===== src/perceptron_trainer_macros.svh =====
// Assertion macros shared by the perceptron trainer RTL.
// Each macro expects clk and rst_n to be visible where it is used.
`ifndef PERCEPTRON_TRAINER_MACROS_SVH
`define PERCEPTRON_TRAINER_MACROS_SVH

// Same-cycle implication, disabled during reset.
`define PT_ASSERT_NOW(lbl, ante, cons, msg) \
  lbl: assert property (@(posedge clk) disable iff (!rst_n) (ante) |-> (cons)) \
    else $error(msg);

// Next-cycle implication, disabled during reset.
`define PT_ASSERT_NEXT(lbl, ante, cons, msg) \
  lbl: assert property (@(posedge clk) disable iff (!rst_n) (ante) |=> (cons)) \
    else $error(msg);

`endif


===== src/pt_pkg.sv =====
// Package for the perceptron trainer: widths, reset values, register codes,
// controller states and the control structs passed between lanes, merge and top.
// No dependencies.
package pt_pkg;

  localparam int FEATURES_DEF = 8;
  localparam int NUM_IN       = 8;
  localparam int X_W          = 16;
  localparam int W_W          = 32;
  localparam int LR_W         = 16;
  localparam int PROD_W       = X_W + W_W;
  localparam int DELTA_W      = 25;
  localparam int CNT16_W      = 16;
  localparam int AF_W         = 4;
  localparam int IDX_OUT_W    = 4;

  localparam logic signed [X_W-1:0] BIAS_ONE = 16'sd256;
  localparam logic [LR_W-1:0]       LR_RESET = 16'd6554;
  localparam logic [CNT16_W-1:0]    SC_RESET = 16'd4;
  localparam logic [AF_W-1:0]       AF_RESET = 4'd8;

  localparam logic [1:0] REG_LEARNING_RATE   = 2'd0;
  localparam logic [1:0] REG_SAMPLE_COUNT    = 2'd1;
  localparam logic [1:0] REG_ACTIVE_FEATURES = 2'd2;

  typedef enum logic [2:0] {
    ST_IDLE,
    ST_MUL,
    ST_SUM,
    ST_STATUS,
    ST_READ
  } state_t;

  typedef struct packed {
    logic start;
    logic apply;
    logic desired;
  } lane_ctrl_t;

  typedef struct packed {
    logic done;
    logic decision;
  } merge_res_t;

endpackage


===== src/pt_merge.sv =====
// Merging stage: sums the lane products in a registered adder tree, one level
// per cycle, and reports the sign decision. Depends on pt_pkg.
module pt_merge #(
  parameter int LANES = pt_pkg::FEATURES_DEF + 1
) (
  input  logic                              clk,
  input  logic                              rst_n,
  input  logic                              start,
  input  logic signed [pt_pkg::PROD_W-1:0]  prod [LANES],
  output pt_pkg::merge_res_t                res
);

  localparam int LEVELS = $clog2(LANES);
  localparam int SUM_W  = pt_pkg::PROD_W + LEVELS;
  localparam int CNT_W  = (LEVELS > 1) ? $clog2(LEVELS) : 1;

  logic signed [SUM_W-1:0] part_r   [LANES];
  logic signed [SUM_W-1:0] part_nxt [LANES];
  logic [CNT_W-1:0]        cnt_r;
  logic                    busy_r;
  logic                    done_r;
  logic                    last_level;

  assign last_level = (cnt_r == CNT_W'(LEVELS - 1));

  always_comb begin
    for (int i = 0; i < LANES; i++) begin
      part_nxt[i] = '0;
      if (2 * i < LANES) begin
        part_nxt[i] = part_r[2 * i];
      end
      if (2 * i + 1 < LANES) begin
        part_nxt[i] = part_nxt[i] + part_r[2 * i + 1];
      end
    end
  end

  always_ff @(posedge clk) begin
    if (start) begin
      for (int i = 0; i < LANES; i++) begin
        part_r[i] <= SUM_W'(prod[i]);
      end
    end else if (busy_r) begin
      for (int i = 0; i < LANES; i++) begin
        part_r[i] <= part_nxt[i];
      end
    end
  end

  always_ff @(posedge clk) begin
    if (!rst_n) begin
      busy_r <= 1'b0;
      done_r <= 1'b0;
      cnt_r  <= '0;
    end else begin
      done_r <= busy_r && last_level;
      if (start) begin
        busy_r <= 1'b1;
        cnt_r  <= '0;
      end else if (busy_r) begin
        cnt_r <= cnt_r + CNT_W'(1);
        if (last_level) begin
          busy_r <= 1'b0;
        end
      end
    end
  end

  assign res.done     = done_r;
  assign res.decision = (part_r[0] > 0);

endmodule


===== config.mk =====
export PLATFORM = sky130hd
export DESIGN_NAME = pt_merge
export DESIGN_NICKNAME = d
export VERILOG_FILES = /design/src/perceptron_trainer_macros.svh /design/src/pt_pkg.sv /design/src/pt_merge.sv
export SDC_FILE = /design/constraint.sdc
export NUM_CORES = 1
export LEC_CHECK = 0
export BUFFER_PORTS_ARGS = -buffer_cell sky130_fd_sc_hd__buf_2
export CORE_UTILIZATION = 35
export CTS_CLUSTER_SIZE = 14
export DETAILED_ROUTE_END_ITERATION = 8
export PLACE_DENSITY = 0.57
export SLEW_MARGIN = 20
export SYNTH_ARGS = -nofsm -noshare
export SYNTH_HDL_FRONTEND = slang
export SYNTH_SLANG_ARGS = --single-unit

===== constraint.sdc =====
create_clock -name clk -period 7.58 [get_ports clk]
set_clock_uncertainty 0.05 [all_clocks]
set_input_delay 0 -clock clk [delete_from_list [all_inputs] [get_ports clk]]
set_output_delay 0 -clock clk [all_outputs]
set_load 0.05 [all_outputs]

* After elaboration in Yosys (flattened, before gate mapping)
Memories as Yosys holds them, arrays and structs flattened.
Cells that the tools add are included.
** Word-level totals
- RAM bits :: 468
- Flip-flop bits (word level) :: 4
- Memories kept :: 1
- Input bits :: 435
- Output and inout bits :: 2
** Operators by class
- $lt $le $gt $ge :: 1
- Bitwise logic cells :: 10
- Reductions and logical operators :: 2
- Equal/unequal tests :: 1
- Add/sub/neg operators :: 5
- Multiplexer cells :: 17
** Memory list
- part_r :: words 9, width 52, rd ports 9, clocked after Yosys merged registers in 0, write ports 9, RTL line pt_merge.sv:17 : logic signed [SUM_W-1:0] part_r [LANES];
** Operators by type and width (number)
- $mux 52 :: 9
- $add 52x52->52 :: 4
- $gt 52x1->1 const B :: 1
- $or 1x1->1 :: 9
- $mux 1 :: 8
- $add 2x1->2 const B :: 1
- $eq 2x2->1 const B :: 1
- $reduce_or 2->1 :: 1
- $logic_and 1x1->1 :: 1
- $not 1->1 :: 1

* Longest topological paths before layout
- Depth in word-level cells :: 4
- Depth in mapped cells :: 12

* Least setup slack after synthesis
No wires, ideal clock.
- Path type :: reg-to-reg
- Start :: register busy_r
- End :: memory part_r[0][0] in the netlist's numbering, enable pin
- Period minus slack after synthesis :: 6.465 ns
- Arrival :: 5.786 ns
- Required time :: 6.902 ns
- Buffers on the path :: 0
- Path slack :: 1.115 ns
- Cell stages (with the launch flop) :: 2
- Path through :: dfxtp_1 or2_2
** RTL lines
- start: declaration :: RTL line pt_merge.sv:20 : logic busy_r;
- start signal: assignment :: RTL line pt_merge.sv:52 : busy_r <= 1'b0;
- start signal: assignment :: RTL line pt_merge.sv:58 : busy_r <= 1'b1;
- start signal: assignment :: RTL line pt_merge.sv:63 : busy_r <= 1'b0;
- end: declaration :: RTL line pt_merge.sv:17

==> results_dict.tcl <==
set metrics [dict create \
    clk_latency_ns 0.64 \
    period_share_pct 54.0 \
    tightestPinTransition_ns 0.963 \
    hold_path_depth 3 \
    fp.dieW_um 287 \
    power.total_mw 8.47 \
    post-cts-setup-buffers 0 \
    syn-num-nets 3518 \
    nets 4326 \
    start_util_pct 35.3 \
    cts_tree "built" \
    hold_path.class "in2reg" \
    synth_area_leaders "edfxtp_1, ha_1, nand2_1" \
    critPathKind "reg2reg" \
    period_minus_slack_ns 4.09 \
    dr.first_iter.drc_count 1625 \
    vias 24320 \
    yosysSeqAreaShare_pct 47.6 \
    arrival_ns 4.38 \
    worstSetupEndpointType "register" \
    io_pins 437 \
    place_area_um2 31600 \
    finalSetupViolCount 0 \
    clk_pin_slew_worst_paths_ns 0.06 \
    p_leak_nw 16.1 \
    synth_edf_count 448 \
    cts.sinks 452 \
    coreArea_um2 80400 \
    finalHoldViolCount 0 \
    worst_ep_required_time_ns 7.86 \
    first_pass_iters 7 \
    syn_to_final_growth_pct 33.0 \
    syn_area_um2 28400 \
    numCtsBuffers 55 \
    ir_drop_uv 182 \
    die_h_um 287 \
    dieArea_um2 82300 \
    avgSynthCellArea_um2 9.87 \
    synth_ff_type "edfxtp_1" \
    synth-seq-cells 452 \
    yosys_warnings 0 \
    rsz0062_at_grt "no" \
    powerDensity_nw_per_um2 224 \
    dp_hpwl_um 65700 \
    setup_tns_ns 0 \
    drive_above_1_share_pct 15.0 \
    postCtsHoldBufs 435 \
    min_to "part_r[0][348]" \
    grt_pass1_vias 24146 \
    antenna_found_initial 13 \
    ys_types 74 \
    final_area_um2 37800 \
    numPortBuffers 436 \
    place_congestion 0.915 \
    drv_cap 0 \
    grt_max_degree 195 \
    yosys.area.top_type "edfxtp_1" \
    yosys.area.top_type_share_pct 47.3 \
    ant_nets 0 \
    timing.final.max_slew_violations 0 \
    cp_max_fo 4 \
    r2r-start "part_r[0][104]" \
    h-tree-depth 2 \
    grt_util_all_layers_pct 21.2 \
    fmax_ghz 0.244 \
    grt_pass1_wl_um 135000 \
    status "finished clean" \
    worstReg2RegEnd "part_r[0][88]" \
    syn_inst 2880 \
    routed_via_density 5.06 \
    avgRoutedWirePerCell_um 18.7 \
    relSlewSlack_pct 35.8 \
    async_reset_ff_share_pct 0 \
    drc 0 \
    globalRouteOverflowTotal 0 \
    reg2regPathDepth 12 \
    clk_path_buf_depth 3 \
    layout_common_cells "nand2_1, edfxtp_1, buf_2" \
    final_common_cell "nand2_1" \
    reg2reg_slack_ns 3.49 \
    rows 104 \
    clockRootBuffer "clkbuf_16" \
    start_kind "register" \
    worstHoldStart "prod[132]" \
    postCtsResizedCells 0 \
    wl_um 90100 \
]
==> metal layers <==
metal | track usage, % | wire, µm
met2 | 34.7 | 41600
met1 | 28.4 | 41000
met3 | 2.38 | 3890
met5 | 0 | 13
met4 | 8.88 | 3650
==> critical path: stages (launching register included) <==
cell      delay (ns)
edfxtp_1        0.36
ha_1            0.24
fa_1            0.43
a21o_1          0.21
a221oi_2        0.42
nor4_1          0.13
nor4_1          0.67
o31ai_1         0.33
a21oi_1         0.30
o21ai_1         0.16
a21oi_1         0.21
mux2i_1         0.21
o22ai_1         0.09
==> synthesized netlist by cell type, types with 9 or more instances <==
cell type and count:
o211ai_1 10, ha_1 199, nand2_1 500, a21o_1 130, nor4_1 20, o21bai_1 41, xor2_1 85, nand4_1 49
nor2_1 98, a21boi_0 9, a211oi_1 16, clkbuf_1 122, nand3_1 51, edfxtp_1 448, and3_1 18, nor2b_1 14
nor3_1 19, xnor2_1 93, o31ai_1 18, inv_1 51, o21ai_0 271, o21a_1 21, a31oi_1 20, nand2b_1 18
a21oi_1 218, and2_1 202, o21ai_1 13
==> kinds of logic after synthesis <==
| kind of cell | Yosys count | synth area share [%] |
|---|---|---|
| buf+inv | 182 | 2.43 |
| mux | 3 | 0.110 |
| xor+xnor | 178 | 5.49 |
| simple gates | 1028 | 17.2 |
| flops | 452 | 47.6 |
| compound gates | 834 | 18.1 |
| fa+ha+maj | 203 | 9.04 |
==> flip-flops by register name (all words and copies together) (netlist names) <==
name	flops
cnt_r	2
part_r	448
busy_r	1
done_r	1
==> cell type report <==
cell class / instances / area [µm²]
Timing Repair Buffer: 882 / 6660
Fill cell: 7476 / 42600
Sequential cell: 452 / 13500
Antenna cell: 17 / 42.5
Clock inverter: 38 / 428
Multi-Input combinational cell: 2246 / 14200
Clock buffer: 65 / 1410
Tap cell: 1060 / 1330
Inverter: 51 / 191
==> through the flow <==
step | hold WS (ns) | instances | setup WS (ns) | utilization [%]
after floorplan | 0.0675 | 2880 | 1.12 | -
after global placement | 0.186 | 4256 | 3.72 | 39.3
after detailed placement | 0.190 | 4256 | 3.63 | 39.3
after CTS | 0.0653 | 4794 | 3.62 | 47.0
after global routing | 0.108 | 4805 | 3.43 | 47.0
final | 0.110 | 4811 | 3.49 | 47.0
==> power breakdown <==
| part | leakage [nW] | internal, mW | switching (mW) |
|---|---|---|---|
| Sequential | 4.60 | 3.07 | 0.129 |
| Clock | 0.893 | 1.56 | 1.14 |
| Combinational | 10.7 | 1.09 | 1.48 |
| Total | 16.1 | 5.72 | 2.75 |
==> worst max path at each step <==
stage,endpoint,depth (start not counted),startpoint
2_1_floorplan,part_r[0][0],1,busy_r
3_3_place_gp,part_r[0][88],12,part_r[0][104]
3_5_place_dp,part_r[0][88],12,part_r[0][104]
4_1_cts,part_r[0][88],12,part_r[0][104]
5_1_grt,part_r[0][88],12,part_r[0][104]
6_report,part_r[0][88],12,part_r[0][104]
No activity file was read; power rests on OpenSTA's default activity.
