## src/perceptron_trainer_macros.svh

```systemverilog
// Assertion macros shared by the perceptron trainer RTL.
// Each macro expects clk and rst_n to be visible where it is used.
`ifndef PERCEPTRON_TRAINER_MACROS_SVH
`define PERCEPTRON_TRAINER_MACROS_SVH

// Same-cycle implication, disabled during reset.
`define PT_ASSERT_NOW(lbl, ante, cons, msg) \
  lbl: assert property (@(posedge clk) disable iff (!rst_n) (ante) |-> (cons)) \
    else $error(msg);

// Next-cycle implication, disabled during reset.
`define PT_ASSERT_NEXT(lbl, ante, cons, msg) \
  lbl: assert property (@(posedge clk) disable iff (!rst_n) (ante) |=> (cons)) \
    else $error(msg);

`endif

```

## src/pt_pkg.sv

```systemverilog
// Package for the perceptron trainer: widths, reset values, register codes,
// controller states and the control structs passed between lanes, merge and top.
// No dependencies.
package pt_pkg;

  localparam int FEATURES_DEF = 8;
  localparam int NUM_IN       = 8;
  localparam int X_W          = 16;
  localparam int W_W          = 32;
  localparam int LR_W         = 16;
  localparam int PROD_W       = X_W + W_W;
  localparam int DELTA_W      = 25;
  localparam int CNT16_W      = 16;
  localparam int AF_W         = 4;
  localparam int IDX_OUT_W    = 4;

  localparam logic signed [X_W-1:0] BIAS_ONE = 16'sd256;
  localparam logic [LR_W-1:0]       LR_RESET = 16'd6554;
  localparam logic [CNT16_W-1:0]    SC_RESET = 16'd4;
  localparam logic [AF_W-1:0]       AF_RESET = 4'd8;

  localparam logic [1:0] REG_LEARNING_RATE   = 2'd0;
  localparam logic [1:0] REG_SAMPLE_COUNT    = 2'd1;
  localparam logic [1:0] REG_ACTIVE_FEATURES = 2'd2;

  typedef enum logic [2:0] {
    ST_IDLE,
    ST_MUL,
    ST_SUM,
    ST_STATUS,
    ST_READ
  } state_t;

  typedef struct packed {
    logic start;
    logic apply;
    logic desired;
  } lane_ctrl_t;

  typedef struct packed {
    logic done;
    logic decision;
  } merge_res_t;

endpackage

```

## src/pt_lane.sv

```systemverilog
// One weight lane: holds a Q15.16 weight, forms its product with the lane input
// and the rounded learning step, and applies the saturated update.
// Depends on pt_pkg.
module pt_lane (
  input  logic                            clk,
  input  logic                            rst_n,
  input  pt_pkg::lane_ctrl_t              ctrl,
  input  logic                            used,
  input  logic signed [pt_pkg::X_W-1:0]   x,
  input  logic [pt_pkg::LR_W-1:0]         lr,
  output logic signed [pt_pkg::W_W-1:0]   weight,
  output logic signed [pt_pkg::PROD_W-1:0] prod
);

  localparam int STEP_W = pt_pkg::LR_W + 1 + pt_pkg::X_W;

  logic signed [pt_pkg::W_W-1:0]     weight_r;
  logic signed [pt_pkg::W_W-1:0]     weight_nxt;
  logic signed [pt_pkg::PROD_W-1:0]  prod_r;
  logic signed [pt_pkg::DELTA_W-1:0] delta_r;
  logic signed [pt_pkg::DELTA_W-1:0] delta_nxt;
  logic signed [STEP_W-1:0]          step;
  logic signed [pt_pkg::W_W:0]       wide;
  logic signed [pt_pkg::W_W:0]       w_ext;
  logic signed [pt_pkg::W_W:0]       d_ext;

  always_comb begin
    step      = $signed({1'b0, lr}) * x + STEP_W'(128);
    delta_nxt = step[STEP_W-1:8];
    w_ext     = {weight_r[pt_pkg::W_W-1], weight_r};
    d_ext     = {{(pt_pkg::W_W + 1 - pt_pkg::DELTA_W){delta_r[pt_pkg::DELTA_W-1]}}, delta_r};
    wide      = ctrl.desired ? (w_ext + d_ext) : (w_ext - d_ext);
    if (wide[pt_pkg::W_W] != wide[pt_pkg::W_W-1]) begin
      weight_nxt = wide[pt_pkg::W_W] ? {1'b1, {(pt_pkg::W_W-1){1'b0}}}
                                     : {1'b0, {(pt_pkg::W_W-1){1'b1}}};
    end else begin
      weight_nxt = wide[pt_pkg::W_W-1:0];
    end
  end

  always_ff @(posedge clk) begin
    if (!rst_n) begin
      weight_r <= '0;
    end else if (ctrl.apply && used) begin
      weight_r <= weight_nxt;
    end
  end

  always_ff @(posedge clk) begin
    if (ctrl.start) begin
      prod_r  <= x * weight_r;
      delta_r <= delta_nxt;
    end
  end

  assign weight = weight_r;
  assign prod   = prod_r;

endmodule

```

## config.mk

```make
export PLATFORM = sky130hd
export DESIGN_NAME = pt_lane
export DESIGN_NICKNAME = d
export VERILOG_FILES = /design/src/perceptron_trainer_macros.svh /design/src/pt_pkg.sv /design/src/pt_lane.sv
export SDC_FILE = /design/constraint.sdc
export NUM_CORES = 2
export LEC_CHECK = 0
export BUFFER_PORTS_ARGS = -buffer_cell sky130_fd_sc_hd__buf_4
export CAP_MARGIN = 20
export CORE_ASPECT_RATIO = 1.1
export CORE_MARGIN = 5
export CORE_UTILIZATION = 40
export CTS_CLUSTER_SIZE = 25
export DETAILED_ROUTE_END_ITERATION = 10
export GPL_TIMING_DRIVEN = 0
export PLACE_DENSITY = 0.57
export SLEW_MARGIN = 10
export SYNTH_ARGS = -nofsm -noshare
export SYNTH_HDL_FRONTEND = slang
export SYNTH_SLANG_ARGS = --single-unit
```

## constraint.sdc

```tcl
create_clock -name clk -period 18.14 [get_ports clk]
set_clock_uncertainty 0.15 [all_clocks]
set_input_delay 2.721 -clock clk [delete_from_list [all_inputs] [get_ports clk]]
set_output_delay 2.721 -clock clk [all_outputs]
set_load 0.02 [all_outputs]
```

### After elaboration in Yosys (flattened, before gate mapping)

Cells that the tools add are included.

| cells by class | value |
|---|---|
| $add $sub $neg | 3 |
| multiply operators | 2 |
| equality and inequality tests | 1 |
| mux-type cells | 3 |
| reductions and logical operators | 1 |

Operator list:

| operator | number |
|---|---|
| $mux W32 | 2 |
| $mul A16 B32 Y48 | 1 |
| $add A32 B25 Y33 | 1 |
| $add A33 B9 Y33 const B | 1 |
| $mul A17 B16 Y33 | 1 |
| $mux W33 | 1 |
| $sub A32 B25 Y33 | 1 |
| $logic_and A1 B1 Y1 | 1 |
| $ne A1 B1 Y1 | 1 |

| word-level totals | value |
|---|---|
| flip-flop bits (word level) | 105 |
| input bits | 38 |
| output and inout port bits | 80 |
| word-level logic and storage cells | 13 |

### Depth between registers and ports, before layout

| logic depth | value |
|---|---|
| word-level depth | 4 |
| depth in mapped cells | 28 |
| mapped depth without buffers | 25 |

### Worst setup path before layout

No wires, ideal clock.

| timing path | value |
|---|---|
| path type | input-to-reg |
| from | in x[1] in the netlist's numbering |
| to | reg prod_r, in the netlist prod[47] (data pin) |
| library setup time | 0.266 ns |
| arrival | 8.780 ns |
| required time | 17.724 ns |
| path slack | 8.945 ns |
| stages | 23 |
| buffers on the path | 2 |
| cells stage by stage | clkbuf_1 clkbuf_1 nand2_1 fa_1 fa_1 fa_1 inv_1 fa_1 fa_1 inv_1 fa_1 inv_1 ha_1 and3_1 nand3_1 or3_1 a211o_1 a211oi_1 o2111ai_1 nand2_1 nand4_1 nand4_1 or3b_1 |

| between the ends | value |
|---|---|
| cells in the longest elaborated chain, start to end | 1 |

RTL lines:

| what | RTL line | text |
|---|---|---|
| from (decl) | pt_lane.sv:9 | `input logic signed [pt_pkg::X_W-1:0] x,` |
| $mul A16 B32 Y48 | pt_lane.sv:51 | `prod_r <= x * weight_r;` |
| to (signal assigned) | pt_lane.sv:51 |  |
| to (decl) | pt_lane.sv:19 | `logic signed [pt_pkg::PROD_W-1:0] prod_r;` |

Every way passes these cells.
A chain may end at the register's enable or synchronous reset.

### Final worst setup path

Same ends and word-level chain as after synthesis.

==> results.toml <==
[floorplanning]
std_cell_rows = 108
num_io_pins = 118
die-area_um2 = 85700
core_area_um2 = 79200
die_x_um = 280
die_y_um = 307
start_util_pct = 40.4

[placed_design]
pre_cts_slack_ns = 7.23
place_inst = 4713
place.gp.congestion = 0.902
numPortBuffers = 104
dp_hpwl_um = 77800

[logic_synthesis]
postSynthCellCount = 3563
ys_seq_area_share_pct = 8.86
synth_area_leaders = "fa_1 43%, ha_1 10%, inv_1 9.6%, edfxtp_1 6.9%, and2_1 5.8%"
yosys.area.top_type = "fa_1"
synth_top_area_share_pct = 42.6
avgSynthCellArea_um2 = 8.98
synth_cell_type_count = 73
synth_most_common_cell = "inv_1"
synth_edf_count = 73
yosysWarnings = 0
synthArstFlopShare_pct = 0
ys_ff_latch = 105
netlist_area_um2 = 32000
synth_common_cells = "820 x inv_1, 681 x fa_1, 483 x nand2_1"
syn-num-nets = 4546
ys.flop_type = "edfxtp_1"

[detailed_routing]
viasPerCell = 5.13
routed_wl_um = 92300
vias = 24249
drc = 0
drtPass1Iterations = 5
drtIter0Drc = 1640
wl_per_cell_um = 19.5
postRouteAntennaNets = 0

[run]
max_cap_violations = 0

[critical_path]
crit_required_ns = 18.15
slowest_stage = "a211oi_1"
critical_path_arrival_ns = 10.53
cp_max_fo = 10
max_stage_delay_ns = 0.69
crit_top_cell = "fa_1"
cp-end-kind = "flip-flop"
crit_path_start_kind = "primary input"
critPathKind = "in -> reg"
worstPathCellList = "buf_4 > clkbuf_1 > clkbuf_1 > nand2_1 > fa_1 > fa_1 > fa_1 > inv_1 > fa_1 > fa_1 > inv_1 > fa_1 > inv_1 > ha_1 > and3_1 > nand3_1 > or3_1 > a211o_1 > a211oi_1 > o2111ai_1 > nand2_1 > nand4_1 > nand4_1 > or3b_1"

[grt]
grt_overflow = 0
grt_util_all_layers_pct = 22.2
grt_pass1_vias = 25851
grt_pass1_wl_um = 146000
antenna_found_initial = 9
grt_max_degree = 74

[timing]
min_period_ns = 10.53
setup_viol = 0
hold_viol = 0
finalCritPeriodShare_pct = 58.0
setup_tns_ns = 0
max_slew_margin_pct = 21.9
hold_slack_ns = 0.607
rsz0062_at_grt = "no"
fin_ws_ns = 7.61
tightest_slew_ns = 1.17
final_max_slew_viol_count = 0
clock.fmax_ghz = 0.0950

[final_layout]
nFillCells = 8063
fin_nets = 4663
multiInputGateArea_um2 = 25500
syn_to_final_growth_pct = 7.52
seq_area_um2 = 2830
drive_above_1_share_pct = 3.80
instances_no_fill = 4731

[outcome]
outcome = "complete, no violations"

[cts]
cts_max_level = 3
cts_made_buffers = 9
cts_root_buf = "clkbuf_16"
cts-resized-gates = 0
numClockSinks = 105
cts.clk_slew.worst_paths_ns = 0.08
cts_buffer_depth = 2
postCtsSetupRepairBufs = 0
cts_tree = "yes"
hold_buffers = 0
clock_latency_ns = 0.43

[pwr]
power_density_nw_per_um2 = 166
ir_worst_vdd_uv = 177
power_leakage_uw = 0.0169

[worst_hold_path]
min_path_type = "reg -> reg"
[flip-flops by register name, indices dropped and copies added, names as in the netlist]
| register | flops |
|---|---|
| prod | 48 |
| delta_r | 25 |
| weight | 32 |
[layout make-up]
cell class | count | share of cell area, %
antenna | 1 | 0.00728
buffer | 159 | 1.76
clock buffer | 9 | 0.655
clock inverter | 7 | 0.186
inverter | 821 | 8.96
multi-input combinational | 2478 | 74.0
sequential | 105 | 8.24
tap | 1045 | 3.80
timing repair buffer | 106 | 2.35
[power by group]
part           switching, uW  internal, uW
clock                    118          96.0
sequential              83.9           563
combinational           2770          2060
total                   2970          2720
[routing by layer]
layer | global-route usage (%) | routed length (um) | up-vias
li1 | - | - | 10970
met5 | 0 | 13 | -
met3 | 4.11 | 6930 | 181
met1 | 29.0 | 37800 | 12307
met2 | 36.5 | 43100 | 789
met4 | 9.19 | 4440 | 2
[metrics by stage]
step	area [um2]	util, %	total power, uW
after floorplan	32000	-	4340
after global placement	34100	43.0	5490
after detailed placement	34100	43.0	5520
after CTS	34400	43.4	5760
after global routing	34400	43.4	6450
final	34400	43.4	5690
[cell families after synthesis]
group	count (synthesis)	share of synthesized area, %
AOI/OAI and AO/OA	353	6.93
xor gates and xnor gates	113	3.09
adders and majority gates	972	53.8
buffers and inverters	980	11.5
DFF	105	8.86
muxes	2	0.0665
and+or+nand+nor	1038	15.7
[path summary, 6_finish.rpt]
check | startpoint | end | slack (ns) | cells after the start
max | x[1] | prod[47] | 7.61 | 24
min | weight[2] | weight[2] | 0.61 | 2
max reg2reg | weight[12] | prod[47] | 9.72 | 22
min reg2reg | weight[2] | weight[2] | 0.61 | 2
[worst max-delay path, delay by kind of cell]
| family | cells | cell delay, ns |
|---|---|---|
| adders and majority gates | 7 | 3.39 |
| and+or+nand+nor | 8 | 1.84 |
| AOI/OAI and AO/OA | 3 | 1.35 |
| buffers and inverters | 6 | 1.21 |
[layout by cell type, fill, tap and decap left out, types with 4 or more instances in the layout]
| cell type | synthesis | routed |
|---|---|---|
| xnor2_1 | 66 | 66 |
| nand3_1 | 13 | 13 |
| xor2_1 | 47 | 47 |
| o21a_1 | 20 | 20 |
| nand4_1 | 14 | 14 |
| a211o_1 | 4 | 4 |
| o21ai_1 | 4 | 4 |
| edfxtp_1 | 73 | 73 |
| nand2b_1 | 25 | 25 |
| nor2b_1 | 10 | 10 |
| o211ai_1 | 8 | 8 |
| a21o_1 | 43 | 43 |
| maj3_1 | 27 | 27 |
| clkbuf_16 | 0 | 9 |
| buf_1 | 5 | 5 |
| a21oi_1 | 123 | 123 |
| nor3_1 | 32 | 32 |
| fa_1 | 681 | 681 |
| nor2_1 | 115 | 115 |
| and2_1 | 299 | 299 |
| clkbuf_1 | 148 | 148 |
| nor4_1 | 4 | 4 |
| buf_2 | 6 | 6 |
| o31ai_1 | 4 | 4 |
| and3_1 | 12 | 12 |
| buf_4 | 0 | 104 |
| a211oi_1 | 10 | 10 |
| o21bai_1 | 11 | 11 |
| or3_1 | 6 | 6 |
| a31oi_1 | 16 | 16 |
| ha_1 | 264 | 264 |
| nand2_1 | 483 | 483 |
| inv_1 | 820 | 820 |
| o21ai_0 | 69 | 69 |
| dfxtp_1 | 32 | 32 |
| nor3b_1 | 6 | 6 |
No activity file was read; power rests on OpenSTA's default activity.
